`config.mk`:
```
export PLATFORM = sky130hd
export DESIGN_NAME = multi_stack_shared_store
export DESIGN_NICKNAME = d
export VERILOG_FILES = /design/src/design/msss_pkg.sv /design/src/design/multi_stack_shared_store.sv /design/src/design/msss_ctrl.sv /design/src/design/msss_dp.sv
export SDC_FILE = /design/constraint.sdc
export NUM_CORES = 1
export LEC_CHECK = 0
export ABC_AREA = 1
export BUFFER_PORTS_ARGS = -buffer_cell sky130_fd_sc_hd__buf_4
export CORE_MARGIN = 4
export CORE_UTILIZATION = 59
export DETAILED_ROUTE_END_ITERATION = 8
export GPL_TIMING_DRIVEN = 0
export PLACE_DENSITY = 0.76
export RECOVER_POWER = 100
export SLEW_MARGIN = 10
export SYNTH_ARGS = -nofsm -noshare
export SYNTH_HDL_FRONTEND = slang
export SYNTH_SLANG_ARGS = --single-unit
```
`constraint.sdc`:
```
create_clock -name clk -period 5.35 [get_ports clk]
set_input_delay 0.535 -clock clk [delete_from_list [all_inputs] [get_ports clk]]
set_output_delay 0.535 -clock clk [all_outputs]
set_load 0.05 [all_outputs]
```
`src/design/msss_pkg.sv`:
```
// Shared types and constants for the multi-stack shared-store block.
`default_nettype none
package msss_pkg;

	localparam int NUM_STACKS_DEF  = 4;
	localparam int STORE_DEPTH_DEF = 16;

	localparam logic signed [31:0] INT_MAX = 32'sh7FFF_FFFF;

	localparam logic OP_PUSH = 1'b0;
	localparam logic OP_POP  = 1'b1;

	localparam logic [1:0] ST_DONE  = 2'd0;
	localparam logic [1:0] ST_FULL  = 2'd1;
	localparam logic [1:0] ST_EMPTY = 2'd2;

	typedef struct packed {
		logic               op;
		logic [1:0]         stack_sel;
		logic signed [31:0] push_value;
	} req_t;

	typedef struct packed {
		logic signed [31:0] pop_value;
		logic [1:0]         status;
	} rsp_t;

	typedef struct packed {
		logic capture;
		logic issue_rd;
		logic commit;
		logic refuse;
	} ctl_cmd_t;

	typedef struct packed {
		logic refused;
	} ctl_stat_t;

endpackage
`default_nettype wire

```
`src/design/multi_stack_shared_store.sv`:
```
// The done strobe is registered from the commit state for a completed push or pop,
// and from the lookup state for a refused one (full store or empty stack).
// The block takes no new transaction while busy with one; its sequence is set by the
// registered reads of the head table and then of the link and value stores.
// Reset clears the stack heads and free list at once; the block is ready right away.
// The done strobe is high for one cycle; the result register holds until the next result, as the receiver cannot stall.
`default_nettype none
module multi_stack_shared_store
	import msss_pkg::*;
#(
	parameter int NUM_STACKS  = NUM_STACKS_DEF,
	parameter int STORE_DEPTH = STORE_DEPTH_DEF
) (
	input  wire logic clk,
	input  wire logic arst_n,
	input  wire logic start,
	output logic      busy,
	input  wire req_t request,
	output logic      done,
	output rsp_t      response
);

	ctl_cmd_t  cmd;
	ctl_stat_t stat;

	msss_ctrl u_ctrl (
		.clk    (clk),
		.arst_n (arst_n),
		.start  (start),
		.busy   (busy),
		.cmd    (cmd),
		.stat   (stat)
	);

	msss_dp #(
		.NUM_STACKS  (NUM_STACKS),
		.STORE_DEPTH (STORE_DEPTH)
	) u_dp (
		.clk      (clk),
		.arst_n   (arst_n),
		.cmd      (cmd),
		.stat     (stat),
		.request  (request),
		.done     (done),
		.response (response)
	);

endmodule
`default_nettype wire

```
`src/design/msss_ctrl.sv`:
```
// Sequencer for one stack transaction: look up, then read the slot and commit, or refuse.
`default_nettype none
module msss_ctrl
	import msss_pkg::*;
(
	input  wire logic      clk,
	input  wire logic      arst_n,
	input  wire logic      start,
	output logic           busy,
	output ctl_cmd_t       cmd,
	input  wire ctl_stat_t stat
);

	localparam logic [1:0] S_IDLE   = 2'd0;
	localparam logic [1:0] S_LOOK   = 2'd1;
	localparam logic [1:0] S_COMMIT = 2'd2;

	logic [1:0] state_q;
	logic [1:0] state_d;

	assign busy = (state_q != S_IDLE);

	always_comb begin
		state_d = state_q;
		cmd     = '0;
		unique case (state_q)
			S_IDLE: begin
				if (start) begin
					cmd.capture = 1'b1;
					state_d     = S_LOOK;
				end
			end
			S_LOOK: begin
				if (stat.refused) begin
					cmd.refuse = 1'b1;
					state_d    = S_IDLE;
				end else begin
					cmd.issue_rd = 1'b1;
					state_d      = S_COMMIT;
				end
			end
			S_COMMIT: begin
				cmd.commit = 1'b1;
				state_d    = S_IDLE;
			end
			default: begin
				state_d = S_IDLE;
			end
		endcase
	end

	always_ff @(posedge clk or negedge arst_n) begin
		if (!arst_n) begin
			state_q <= S_IDLE;
		end else begin
			state_q <= state_d;
		end
	end

	assert property (@(posedge clk) disable iff (!arst_n)
		(start && !busy) |=> (state_q == S_LOOK))
		else $error("accepted transaction did not enter lookup");

	assert property (@(posedge clk) disable iff (!arst_n)
		(state_q == S_COMMIT) |=> (state_q == S_IDLE))
		else $error("commit did not return to idle");

	assert property (@(posedge clk) disable iff (!arst_n)
		$onehot0(cmd))
		else $error("more than one datapath command in a cycle");

endmodule
`default_nettype wire

```
`src/design/msss_dp.sv`:
```
// Datapath: head table, link and value stores, free list and result register.
`default_nettype none
module msss_dp
	import msss_pkg::*;
#(
	parameter int NUM_STACKS  = NUM_STACKS_DEF,
	parameter int STORE_DEPTH = STORE_DEPTH_DEF
) (
	input  wire logic     clk,
	input  wire logic     arst_n,
	input  wire ctl_cmd_t cmd,
	output ctl_stat_t     stat,
	input  wire req_t     request,
	output logic          done,
	output rsp_t          response
);

	localparam int PW = $clog2(STORE_DEPTH + 1);
	localparam int AW = $clog2(STORE_DEPTH);
	localparam int SW = (NUM_STACKS > 1) ? $clog2(NUM_STACKS) : 1;
	localparam logic [PW-1:0] NULL_PTR = PW'(STORE_DEPTH);

	logic [PW-1:0]      head_mem  [NUM_STACKS];
	logic [PW-1:0]      link_mem  [STORE_DEPTH];
	logic signed [31:0] value_mem [STORE_DEPTH];

	logic [NUM_STACKS-1:0] head_vld_q;
	logic [PW-1:0]         free_head_q;
	logic [PW-1:0]         fresh_q;
	logic                  done_q;

	req_t               req_q;
	logic [PW-1:0]      head_rd_q;
	logic               head_vld_rd_q;
	logic [PW-1:0]      link_rd_q;
	logic signed [31:0] val_rd_q;
	rsp_t               rsp_q;

	logic [SW-1:0] in_idx;
	logic [SW-1:0] sel_idx;
	logic          sel_ok;
	logic [PW-1:0] head_eff;
	logic [PW-1:0] slot;
	logic [AW-1:0] slot_a;
	logic          is_pop;

	assign in_idx   = SW'(request.stack_sel);
	assign sel_idx  = SW'(req_q.stack_sel);
	assign sel_ok   = (32'(req_q.stack_sel) < 32'(NUM_STACKS));
	assign is_pop   = (req_q.op == OP_POP);
	assign head_eff = head_vld_rd_q ? head_rd_q : NULL_PTR;
	assign slot     = is_pop ? head_eff : free_head_q;
	assign slot_a   = slot[AW-1:0];

	always_comb begin
		if (is_pop) begin
			stat.refused = !sel_ok || (head_eff == NULL_PTR);
		end else begin
			stat.refused = !sel_ok || (free_head_q == NULL_PTR);
		end
	end

	// Memories and payload registers; no reset.
	always_ff @(posedge clk) begin
		if (cmd.capture) begin
			req_q         <= request;
			head_rd_q     <= head_mem[in_idx];
			head_vld_rd_q <= head_vld_q[in_idx];
		end
		if (cmd.issue_rd) begin
			link_rd_q <= link_mem[slot_a];
			val_rd_q  <= value_mem[slot_a];
		end
		if (cmd.commit) begin
			if (is_pop) begin
				head_mem[sel_idx] <= link_rd_q;
				link_mem[slot_a]  <= free_head_q;
			end else begin
				head_mem[sel_idx] <= slot;
				link_mem[slot_a]  <= head_eff;
				value_mem[slot_a] <= req_q.push_value;
			end
		end
		if (cmd.refuse) begin
			rsp_q.status    <= is_pop ? ST_EMPTY : ST_FULL;
			rsp_q.pop_value <= is_pop ? INT_MAX : 32'sd0;
		end else if (cmd.commit) begin
			rsp_q.status    <= ST_DONE;
			rsp_q.pop_value <= is_pop ? val_rd_q : 32'sd0;
		end
	end

	// Slots at or above fresh_q were never handed out; they form the tail of the
	// free list in order, so their links are implied and never used.
	always_ff @(posedge clk or negedge arst_n) begin
		if (!arst_n) begin
			head_vld_q  <= '0;
			free_head_q <= '0;
			fresh_q     <= '0;
			done_q      <= 1'b0;
		end else begin
			done_q <= cmd.commit || cmd.refuse;
			if (cmd.commit) begin
				if (is_pop) begin
					free_head_q <= slot;
				end else begin
					head_vld_q[sel_idx] <= 1'b1;
					if (slot == fresh_q) begin
						free_head_q <= fresh_q + PW'(1);
						fresh_q     <= fresh_q + PW'(1);
					end else begin
						free_head_q <= link_rd_q;
					end
				end
			end
		end
	end

	assign done     = done_q;
	assign response = rsp_q;

	assert property (@(posedge clk) disable iff (!arst_n)
		free_head_q <= fresh_q)
		else $error("free list head beyond the untouched region");

	assert property (@(posedge clk) disable iff (!arst_n)
		fresh_q <= NULL_PTR)
		else $error("untouched-slot count beyond store depth");

	assert property (@(posedge clk) disable iff (!arst_n)
		(cmd.commit && !is_pop) |-> (free_head_q != NULL_PTR))
		else $error("push committed with an empty free list");

	assert property (@(posedge clk) disable iff (!arst_n)
		done_q |-> (rsp_q.status == ST_DONE || rsp_q.status == ST_FULL
			|| rsp_q.status == ST_EMPTY))
		else $error("result strobe with an undefined status");

endmodule
`default_nettype wire

```
* Word level (Yosys, flattened, before mapping)
Memories as Yosys holds them, arrays and structs flattened. A register that Yosys moved wholly into a read port is not among the register bits. Index checks and enable logic that the tools add are counted.
Operators by class: add/subtract/negate cells 1, magnitude comparators 3, eq/ne operators 6, mux-type cells 32, bitwise gates (word level) 4, reductions and logical operators 7
Operator list (number):
- two-way mux 34 bit | 2
- two-way mux 32 bit | 1
- two-way mux 31 bit | 1
- two-way mux 5 bit | 6
- two-way mux 1 bit | 16
- == test 5 bit, second input constant | 2
- < comparator 2 x 3 -> 1 bit, second input constant | 2
- two-way mux 2 bit | 3
- adder 5 x 1 -> 5 bit, second input constant | 1
- == test 5 bit | 1
- OR 4 bit | 1
- case mux 2 bit (2 select lines) | 1
- nonzero test 2 bit | 2
- AND reduction 3 bit | 1
- binary-select mux 1 bit (select 2 bit) | 1
- demux 1 bit (select 2 bit) | 1
- == test 2 x 1 -> 1 bit, second input constant | 1
- == test 2 bit, second input constant | 1
- greater-or-equal comparator 2 x 1 -> 1 bit, second input constant | 1
- logical NOT 2 bit | 1
- != test 2 bit, second input constant | 1
- OR 1 bit | 2
- AND reduction 2 bit | 1
- logical AND 1 bit | 1
- other kinds (2) | 2
Word-level totals: bits in registers 87, memory bits (writable) 612, input bits 38, output and inout port bits 36, word-level logic and storage cells 67, memories 3
Memory list:
- u_dp.value_mem | words 16, width 32, rd ports 1, clocked after Yosys merged registers in 1, wr ports 1, RTL line msss_dp.sv:25 | logic signed [31:0] value_mem [STORE_DEPTH];
- u_dp.link_mem | words 16, width 5, rd ports 1, clocked after Yosys merged registers in 1, wr ports 1, RTL line msss_dp.sv:24 | logic [PW-1:0] link_mem [STORE_DEPTH];
- u_dp.head_mem | words 4, width 5, rd ports 1, clocked after Yosys merged registers in 1, wr ports 1, RTL line msss_dp.sv:23 | logic [PW-1:0] head_mem [NUM_STACKS];

* Depth between registers and ports, before layout
Gate-level depths: netlist of the first run.
word-level depth 6, gate-level depth with buffers 13

* By module
A second synthesis of the first run with hierarchy kept.
Second synthesis, totals: cells, all modules 1775, area total of the unflattened synthesis 27617.7 um2
By module, submodules not included:
- msss_dp | times used 1, cells each 1761, area an instance 27520.1 um2, seq. area each 22116.2 um2
- msss_ctrl | times used 1, cells each 14, area an instance 97.6 um2, seq. area each 50.0 um2

* Least setup slack after synthesis of the first run
Ideal clock, no wire load.
path kind register -> register, from reg u_dp.req_q (netlist bit u_dp.is_pop), to mem u_dp.value_mem[7][0] (enable), setup time 0.461 ns, arrival 3.604 ns, setup slack 1.285 ns, stages on the path, launching flop included 11, path buffers 3, clock period less this slack 4.065 ns, cell sequence edfxtp_1 > buf_4 > inv_2 > buf_6 > nand2_1 > nand2_1 > inv_1 > nor2_1 > buf_2 > inv_1 > nor3_1
Between the ends: word-level cells in the longest chain between the ends 3, elaborated cells between the ends (all ways) 4, classes of those cells 4 x mux
Ends and longest elaborated chain:
- start, declared | RTL line msss_dp.sv:32 | req_t req_q;
- start signal, assigned | RTL line msss_dp.sv:66 | req_q <= request;
- two-way mux 1 bit | RTL line msss_dp.sv:75 | if (is_pop) begin
- two-way mux 1 bit | RTL line msss_dp.sv:74 | if (cmd.commit) begin
- two-way mux 1 bit (not written as such) | RTL line msss_dp.sv:81 | value_mem[slot_a] <= req_q.push_value;
- end, declared | RTL line msss_dp.sv:25
Several ways; a longest one is shown, not always the timed one.

* Worst setup path in the final report of the first run
from reg u_dp.req_q (netlist bit u_dp.is_pop), to mem u_dp.value_mem[12][20] (enable)
Same word-level chain as after synthesis.

==> implementation parameters, run 1 <==
Parameter                              Value

Final layout
  Area of all placed cells without fillers ... 32100 µm²
  Layout cell share with drive strength beyond 1 ... 15.1%
  Fin nets ... 2032
  Area growth from synthesis to layout ... 14.4%
  Total inserted antenna cells ... 0

Detailed routing
  Post-DR wirelength/cell ... 26.8 µm
  Total via count in the routed design ... 16900
  Total wirelength of the detailed-routed design ... 71200 µm
  First-pass iteration count of the detailed router ... 9
  Via-per-instance ratio ... ~6.4
  DRC ... 0
  Number of DRC violations after detailed-routing iteration 0 ... 2251
  Count of antenna-violating nets left after detailed routing ... 0

STA
  Largest clock skew in the final design ... 0.0285 ns
  Total of endpoints with negative setup slack in the final report ... 0
  Max Slew Vio Count ... 61
  Clock period minus final worst setup slack ... about 4.6 ns
  Tightest Pin Transition ... ~1.7 ns
  Setup TNS after final layout ... 0 ns
  Final Hold Fails ... 0
  Fmax achieved ... 218 MHz
  Fraction of the cycle the final worst path needs ... a little under nine tenths
  Slew headroom ... -10.1%
  Unrepaired setup endpoints after global routing ... false

Floorplan
  Die height ... 226 µm
  # IOs ... 74
  Core footprint ... 46900 µm²
  Die Area ... between 50000 and 60000 µm²
  Initial standard-cell utilization of the core ... 60.0%
  Width of the chip ... 226 µm
  Number of placement rows ... 79

Clocking
  Clock-pin slew on the worst setup and hold paths ... 0.06 ns
  Number of buffers inserted during clock tree synthesis ... between 70 and 80
  H-tree Lvls ... 3
  Clk root buf ... sky130_fd_sc_hd__clkbuf_16
  Skew-Pair Late Insertion Delay ... 0.62 ns
  Clock Tree Buf Depth ... 3
  Clock sink count ... 741
  Clock tree from TritonCTS ... built

Global route
  Remaining global-route overflow ... 0
  All-layer global routing usage ... 28.0%
  Most used routing layer in global routing ... met2
  Largest net degree at the start of global routing ... 24
  Number of global-route vias before repair ... between 15000 and 20000
  Met2 Use GR ... roughly 45%
  Global Route met3 Usage ... under 10%
  Number of antenna violations at the first check in global routing ... 1
  Fraction of met1 tracks used by global routing ... 38.4%
  Wire length of the first global-routing pass ... 105000 µm

Logic synthesis
  Number of enable flip-flop cells after synthesis ... 724
  Most used DFF post-synth ... sky130_fd_sc_hd__edfxtp_1
  Synth area leaders ... sky130_fd_sc_hd__edfxtp_1 (77%), sky130_fd_sc_hd__a22oi_1 (6.3%), sky130_fd_sc_hd__nand2_1 (5.6%)
  Synthesized net count ... 1812
  Top cell type by total area after synthesis ... sky130_fd_sc_hd__edfxtp_1
  Area share of the largest cell type after synthesis ... ~77%
  Portion of the post-synthesis area used by sequential elements ... 78.9%
  Synthesized instance count ... 1773
  Number of warnings issued by yosys ... 0
  Synthesized area divided by synthesized cell count ... around 16 µm²
  Synth async-reset ratio ... 2.29%
  Total of flip-flops plus latches after synthesis ... ~740
  Number of library cell types mapped by synthesis ... 32
  Post-synthesis instance area ... roughly 28000 µm²

Setup path
  Critical path class ... reg2reg
  Kind of cell adding the most delay to the critical path ... buffers and inverters
  Slowest-stage cell, CP ... sky130_fd_sc_hd__clkbuf_1
  Critical path data arrival time ... just under 5 ns
  Critical Path Sink Type ... register
  WP buf/inv ... 8
  Cell-by-cell trace of the critical path ... clkbuf_1 -> clkinv_1 -> clkbuf_1 -> nand2_4 -> nand2_1 -> nor2_8 -> buf_6 -> clkbuf_1 -> inv_1 -> nor3_1 -> clkbuf_1 -> clkbuf_1
  CP dominant cell by count ... sky130_fd_sc_hd__clkbuf_1
  Req. time, crit path ... 5.58 ns
  Element type at the critical path start ... register
  Top fanout value on the critical path ... 10
  Largest stage delay on the critical path ... 0.64 ns

Place
  Area after detailed placement ... 30200 µm²
  Number of buffers inserted by port buffering ... 73
  Routability congestion estimate from global placement ... 0.898
  Dpl hpwl ... 46500 µm

Pwr
  Max VDD drop ... between 0.3 and 0.4 mV
  Leakage ... 11.1 nW
  Power Dens Cells ... 496 nW/µm²

Flow run
  Max capacitance violation total ... 3

Status
  Run status ... finished, violations left
  Failing checks ... max-capacitance violations, max-slew violations

Hold path
  Class of the worst hold path ... in2reg
-- routing by layer --
| layer | part of all wire (%) | up-vias |
|---|---|---|
| met5 | 0.020 | - |
| met3 | 11 | 193 |
| met4 | 3.8 | 2 |
| li1 | - | 7218 |
| met2 | 48 | 1131 |
| met1 | 37 | 8356 |
-- path summary, 6_finish.rpt --
| check | start | to | slack, ns | cells past startpoint |
|---|---|---|---|---|
| worst max register to register | u_dp.is_pop | u_dp.value_mem[12][20] | 0.76 | 12 |
| min in group asynchronous | arst_n | u_dp.fresh_q[2] | 0.62 | 2 |
| max in group asynchronous | arst_n | u_ctrl.state_q[1] | 4.12 | 2 |
| worst max-delay path | u_dp.is_pop | u_dp.value_mem[12][20] | 0.76 | 12 |
| worst min register to register | u_dp.head_vld_q[0] | u_dp.head_vld_q[0] | 0.48 | 1 |
| worst min-delay path | request[1] | u_dp.req_q[1] | 0.12 | 1 |
-- cell type report --
type / instances / area, µm²
tap: 607 / 759
multi-input combinational: 900 / 5120
clock buffer: 90 / 2010
inverter: 37 / 139
fill: 3077 / 14700
buffer: 95 / 598
timing repair buffer: 144 / 891
sequential: 741 / 22200
clock inverter: 41 / 464
-- worst register-to-register path, stage by stage, from the launching register on --
cell and delay [ns]:
sky130_fd_sc_hd__edfxtp_1 0.32, sky130_fd_sc_hd__clkbuf_1 0.38, sky130_fd_sc_hd__clkinv_1 0.16, sky130_fd_sc_hd__clkbuf_1 0.29
sky130_fd_sc_hd__nand2_4 0.13, sky130_fd_sc_hd__nand2_1 0.18, sky130_fd_sc_hd__nor2_8 0.24, sky130_fd_sc_hd__buf_6 0.22
sky130_fd_sc_hd__clkbuf_1 0.55, sky130_fd_sc_hd__inv_1 0.22, sky130_fd_sc_hd__nor3_1 0.28, sky130_fd_sc_hd__clkbuf_1 0.59
sky130_fd_sc_hd__clkbuf_1 0.65
-- registers in the layout, indices dropped and copies added, names as in the netlist, 20 cells and up --
| signal | cells |
|---|---|
| u_dp.head_mem | 20 |
| u_dp.link_mem | 80 |
| u_dp.req_q | 32 |
| u_dp.response | 34 |
| u_dp.val_rd_q | 32 |
| u_dp.value_mem | 512 |
-- cell usage in the layout (no fill, tap or decap), drive strengths merged --
cell type    count
a21oi            6
a22oi          296
buf             98
bufinv          10
clkbuf         230
clkinv          28
clkinvlp         4
dfrtp           17
dlygate4sd3      1
edfxtp         724
ha               1
inv             36
nand2          430
nand3           20
nand3b           1
nand4           42
nor2            50
nor3            16
o21ai           24
o21bai           4
o22ai            6
xor2             4
-- Yosys cell counts, drive strengths merged, types with 4 or more instances --
master,count
edfxtp,724
nand2,430
a22oi,296
buf,82
nor2,50
nand4,42
inv,37
o21ai,24
nand3,20
dfrtp,17
nor3,16
clkbuf,13
a21oi,6
o22ai,6
o21bai,4
xor2,4
-- per-stage QoR --
stage                     hold WS [ns]  std cells  util, %  total power [W]  setup WS [ns]
after floorplan                  0.239       1773        -          0.00949           1.28
after global placement           0.423       2453     62.8           0.0107          -1.91
after detailed placement         0.425       2523     64.5           0.0108           1.60
after CTS                       0.0809       2655     69.8           0.0161           1.58
after global routing             0.109       2655     68.6           0.0165          0.658
final                            0.122       2655     68.6           0.0159          0.763
-- logic make-up (layout without fill, tap and decap cells) --
kind of cell    after synthesis  count (layout)  synth area share, %
compound gates              336             336                 9.75
xor+xnor                      4               4                0.125
fa+ha+maj                     1               1               0.0445
buf+inv                     132             407                 2.82
flops                       741             741                 78.9
simple gates                559             559                 8.41
-- timing repair --
item	in CTS	in global routing
endpoints found under the hold margin	17	0
setup buffers	0	0
hold buffers	1	0
gates resized for setup	0	0
-- report_power, final --
group          total [W]  switching [W]  leakage [nW]  internal (W)
Combinational    0.00337        0.00245          3.14      0.000921
Sequential       0.00730       0.000241          6.77       0.00706
Clock            0.00528        0.00213          1.20       0.00315
No activity file was read; power rests on OpenSTA's default activity.
==> run 2, diff against run 1 <==
Settings changed: CELL_PAD_IN_SITES_DETAIL_PLACEMENT set to 1, CELL_PAD_IN_SITES_GLOBAL_PLACEMENT set to 1, CORE_UTILIZATION 59 to 53, CTS_CLUSTER_SIZE set to 40, GPL_TIMING_DRIVEN 0 to unset, PLACE_DENSITY 0.76 to unset, PLACE_DENSITY_LB_ADDON set to 0.1.
==> run 2 against run 1 <==
Net effect: non-clock buffer count shrank 127; final area shrank 1.9%; cell count fell by 1.3%; sequential share of layout area grew 1.4 points; sequential cell count did not move; the flow still finishes with violations (max-capacitance violations, max-slew violations); largest power group unchanged; routed wire length up 2.0%; largest cell class unchanged; global-route usage decreased by 2.4 points; clock power grew 4%; clock skew shrank 0.011 ns.
==> implementation parameters, run 2 (same netlist as run 1, synthesis figures left out) <==
Parameter                              Value

Setup path
  Req. time, crit path ... 5.58 ns (about the same)
  Element type at the critical path start ... register
  Cell-by-cell trace of the critical path ... buf_4 -> inv_1 -> nand2_1 -> nand2_1 -> nor2_1 -> buf_12 -> inv_1 -> nor3_1 -> clkbuf_2
  Logic depth of the worst register-to-register path ... 9 (-3)
  Critical Path Sink Type ... register
  Worst path depth ... 9 (-3)
  Critical path class ... reg2reg
  Critical path data arrival time ... 4.67 ns (-0.15 ns)
  Largest stage delay on the critical path ... 0.84 ns (+0.20 ns)
  Top fanout value on the critical path ... 151 (+141)
  Kind of cell adding the most delay to the critical path ... buffers and inverters
  WP buf/inv ... 5 (-3)
  Slowest-stage cell, CP ... sky130_fd_sc_hd__clkbuf_2

Global route
  Remaining global-route overflow ... 0 (unchanged)
  Number of global-route vias before repair ... 17200 (+1.9%)
  Wire length of the first global-routing pass ... 108000 µm (+2.8%)
  All-layer global routing usage ... 25.5% (-2.4 points)
  Largest net degree at the start of global routing ... 152 (+530%)
  Number of antenna violations at the first check in global routing ... 0 (-1)

Final layout
  Count of fill cells added during filler insertion ... 4811 (+56%)
  Max reg flops ... 512 (unchanged)
  Total inserted antenna cells ... 0 (unchanged)
  Largest reg by FF count ... u_dp.value_mem
  Layout cell share with drive strength beyond 1 ... 13.1% (-2.0 points)
  Area growth from synthesis to layout ... 12.2%
  Commonest cells after routing, fill and taps aside ... sky130_fd_sc_hd__edfxtp_1 (724), sky130_fd_sc_hd__nand2_1 (421), sky130_fd_sc_hd__a22oi_1 (239)
  Leading cell type in the layout, fill and taps excluded ... sky130_fd_sc_hd__edfxtp_1
  Fin nets ... 1909 (-6.1%)

STA
  Slew headroom ... -61.7% (-52 points)
  Fmax achieved ... 225 MHz (+3.3%)
  Final Hold Fails ... 0 (unchanged)
  Setup TNS after final layout ... 0 ns (unchanged)
  Worst hold slack across all endpoints ... 0.113 ns (-0.00820 ns)
  Unrepaired setup endpoints after global routing ... false
  Tightest Pin Transition ... 2.42 ns (+0.773 ns)
  Max Slew Vio Count ... 44 (-28%)
  Fraction of the cycle the final worst path needs ... 83.0% (-2.7 points)
  Total of endpoints with negative setup slack in the final report ... 0 (unchanged)
  Clock period minus final worst setup slack ... 4.44 ns (-0.147 ns)
  Largest clock skew in the final design ... 0.0175 ns (-0.0110 ns)

Flow run
  Max capacitance violation total ... 2 (-1)

Floorplan
  Die Area ... 56800 µm² (+11%)
  Initial standard-cell utilization of the core ... 53.5% (-6.5 points)
  Number of placement rows ... 84 (+6.3%)
  Core footprint ... 52600 µm² (+12%)
  Width of the chip ... 238 µm (+5.3%)
  Die height ... 238 µm (+5.3%)
  # IOs ... 74 (unchanged)

Hold path
  Class of the worst hold path ... in2reg
  Worst hold path depth ... 1 (unchanged)

Detailed routing
  Via-per-instance ratio ... 6.13 (-3.7%)
  Post-DR wirelength/cell ... 27.7 µm (+3.3%)
  First-pass iteration count of the detailed router ... 5 (-4)
  Number of DRC violations after detailed-routing iteration 0 ... 1455 (-35%)
  Count of antenna-violating nets left after detailed routing ... 0 (unchanged)
  Total wirelength of the detailed-routed design ... 72600 µm (+2.0%)
  DRC ... 0 (unchanged)
  Total via count in the routed design ... 16100 (-5.0%)

Clocking
  Clock Tree Buf Depth ... 3 (unchanged)
  Skew-Pair Late Insertion Delay ... 0.62 ns (about the same)
  Number of buffers added for setup after CTS ... 0 (unchanged)
  Post-CTS resize count ... 0 (unchanged)
  Number of buffers inserted during clock tree synthesis ... 78 (+5.4%)
  Clock tree from TritonCTS ... built
  Clk root buf ... sky130_fd_sc_hd__clkbuf_16
  H-tree Lvls ... 3 (unchanged)
  Clock sink count ... 741 (unchanged)
  Clock-pin slew on the worst setup and hold paths ... 0.06 ns (about the same)

Pwr
  Power Dens Cells ... 500 nW/µm² (+0.77%)
  Leakage ... 10.7 nW (-3.8%)
  Max VDD drop ... 0.345 mV (-1.7%)

Status
  Failing checks ... max-capacitance violations, max-slew violations
  Run status ... finished, violations left

Place
  Dpl hpwl ... 37900 µm (-18%)
  Routability congestion estimate from global placement ... 0.786 (-12%)
  Number of buffers inserted by port buffering ... 73 (unchanged)
## run 2: metrics by stage
stage / util [%] / total power [W] / std cells / instance area, µm² / setup slack [ns]
5_1_grt: 60.0 / 0.0164 / 2620 / 31500 / 0.641
4_1_cts: 60.8 / 0.0160 / 2620 / 31900 / 1.36
3_3_place_gp: 55.8 / 0.0104 / 2477 / 29300 / 1.44
2_1_floorplan: - / 0.00949 / 1773 / 28100 / 1.28
6_report: 60.0 / 0.0158 / 2620 / 31500 / 0.910
3_5_place_dp: 55.8 / 0.0105 / 2477 / 29300 / 1.38
## run 2: layout make-up
cell class              count  area, µm²  area share, %
repair buffers            112        653           2.07
clock buffers              94       2110           6.68
clock inverters            48        493           1.56
flip-flops and latches    741      22200           70.3
multi-input cells         900       5100           16.2
well taps                 688        861           2.73
inverters                  37        149          0.472
## run 2: path summary, 6_finish.rpt
path                       slack (ns)          startpoint                endpoint
max in group asynchronous        4.11              arst_n               u_dp.done
hold / removal                   0.11          request[8]           u_dp.req_q[8]
hold reg to reg                  0.48  u_dp.head_vld_q[1]      u_dp.head_vld_q[1]
setup / recovery                 0.91         u_dp.is_pop  u_dp.value_mem[12][15]
setup reg to reg                 0.91         u_dp.is_pop  u_dp.value_mem[12][15]
min in group asynchronous        0.61              arst_n      u_dp.head_vld_q[3]
## run 2: what timing repair did
action                                  in CTS  in global routing
endpoints found under the hold margin       17                  0
endpoints found under the setup margin       0                  0
hold buffers                                 1                  0
## run 2: worst register-to-register path: cells and delay by family, from the launching register on
kind / cells / cell delay [ns]
buffers and inverters: 5 / 2.77
AND/OR/NAND/NOR: 4 / 0.94
flip-flops: 1 / 0.34
## run 2: power breakdown
group / internal [W] / switching [W] / leakage, nW
sequential: 0.00706 / 0.000253 / 6.77
clock: 0.00325 / 0.00222 / 1.27
combinational: 0.000758 / 0.00222 / 2.65
## run 2: metal layers
| metal | GRT usage (%) | up-vias | share of wire [%] |
|---|---|---|---|
| met3 | 4.01 | 130 | 5.7 |
| li1 | - | 6979 | - |
| met4 | 7.63 | 0 | 2.7 |
| met1 | 35.6 | 8382 | 42 |
| met2 | 42.4 | 571 | 50 |
| met5 | 0 | - | 0 |
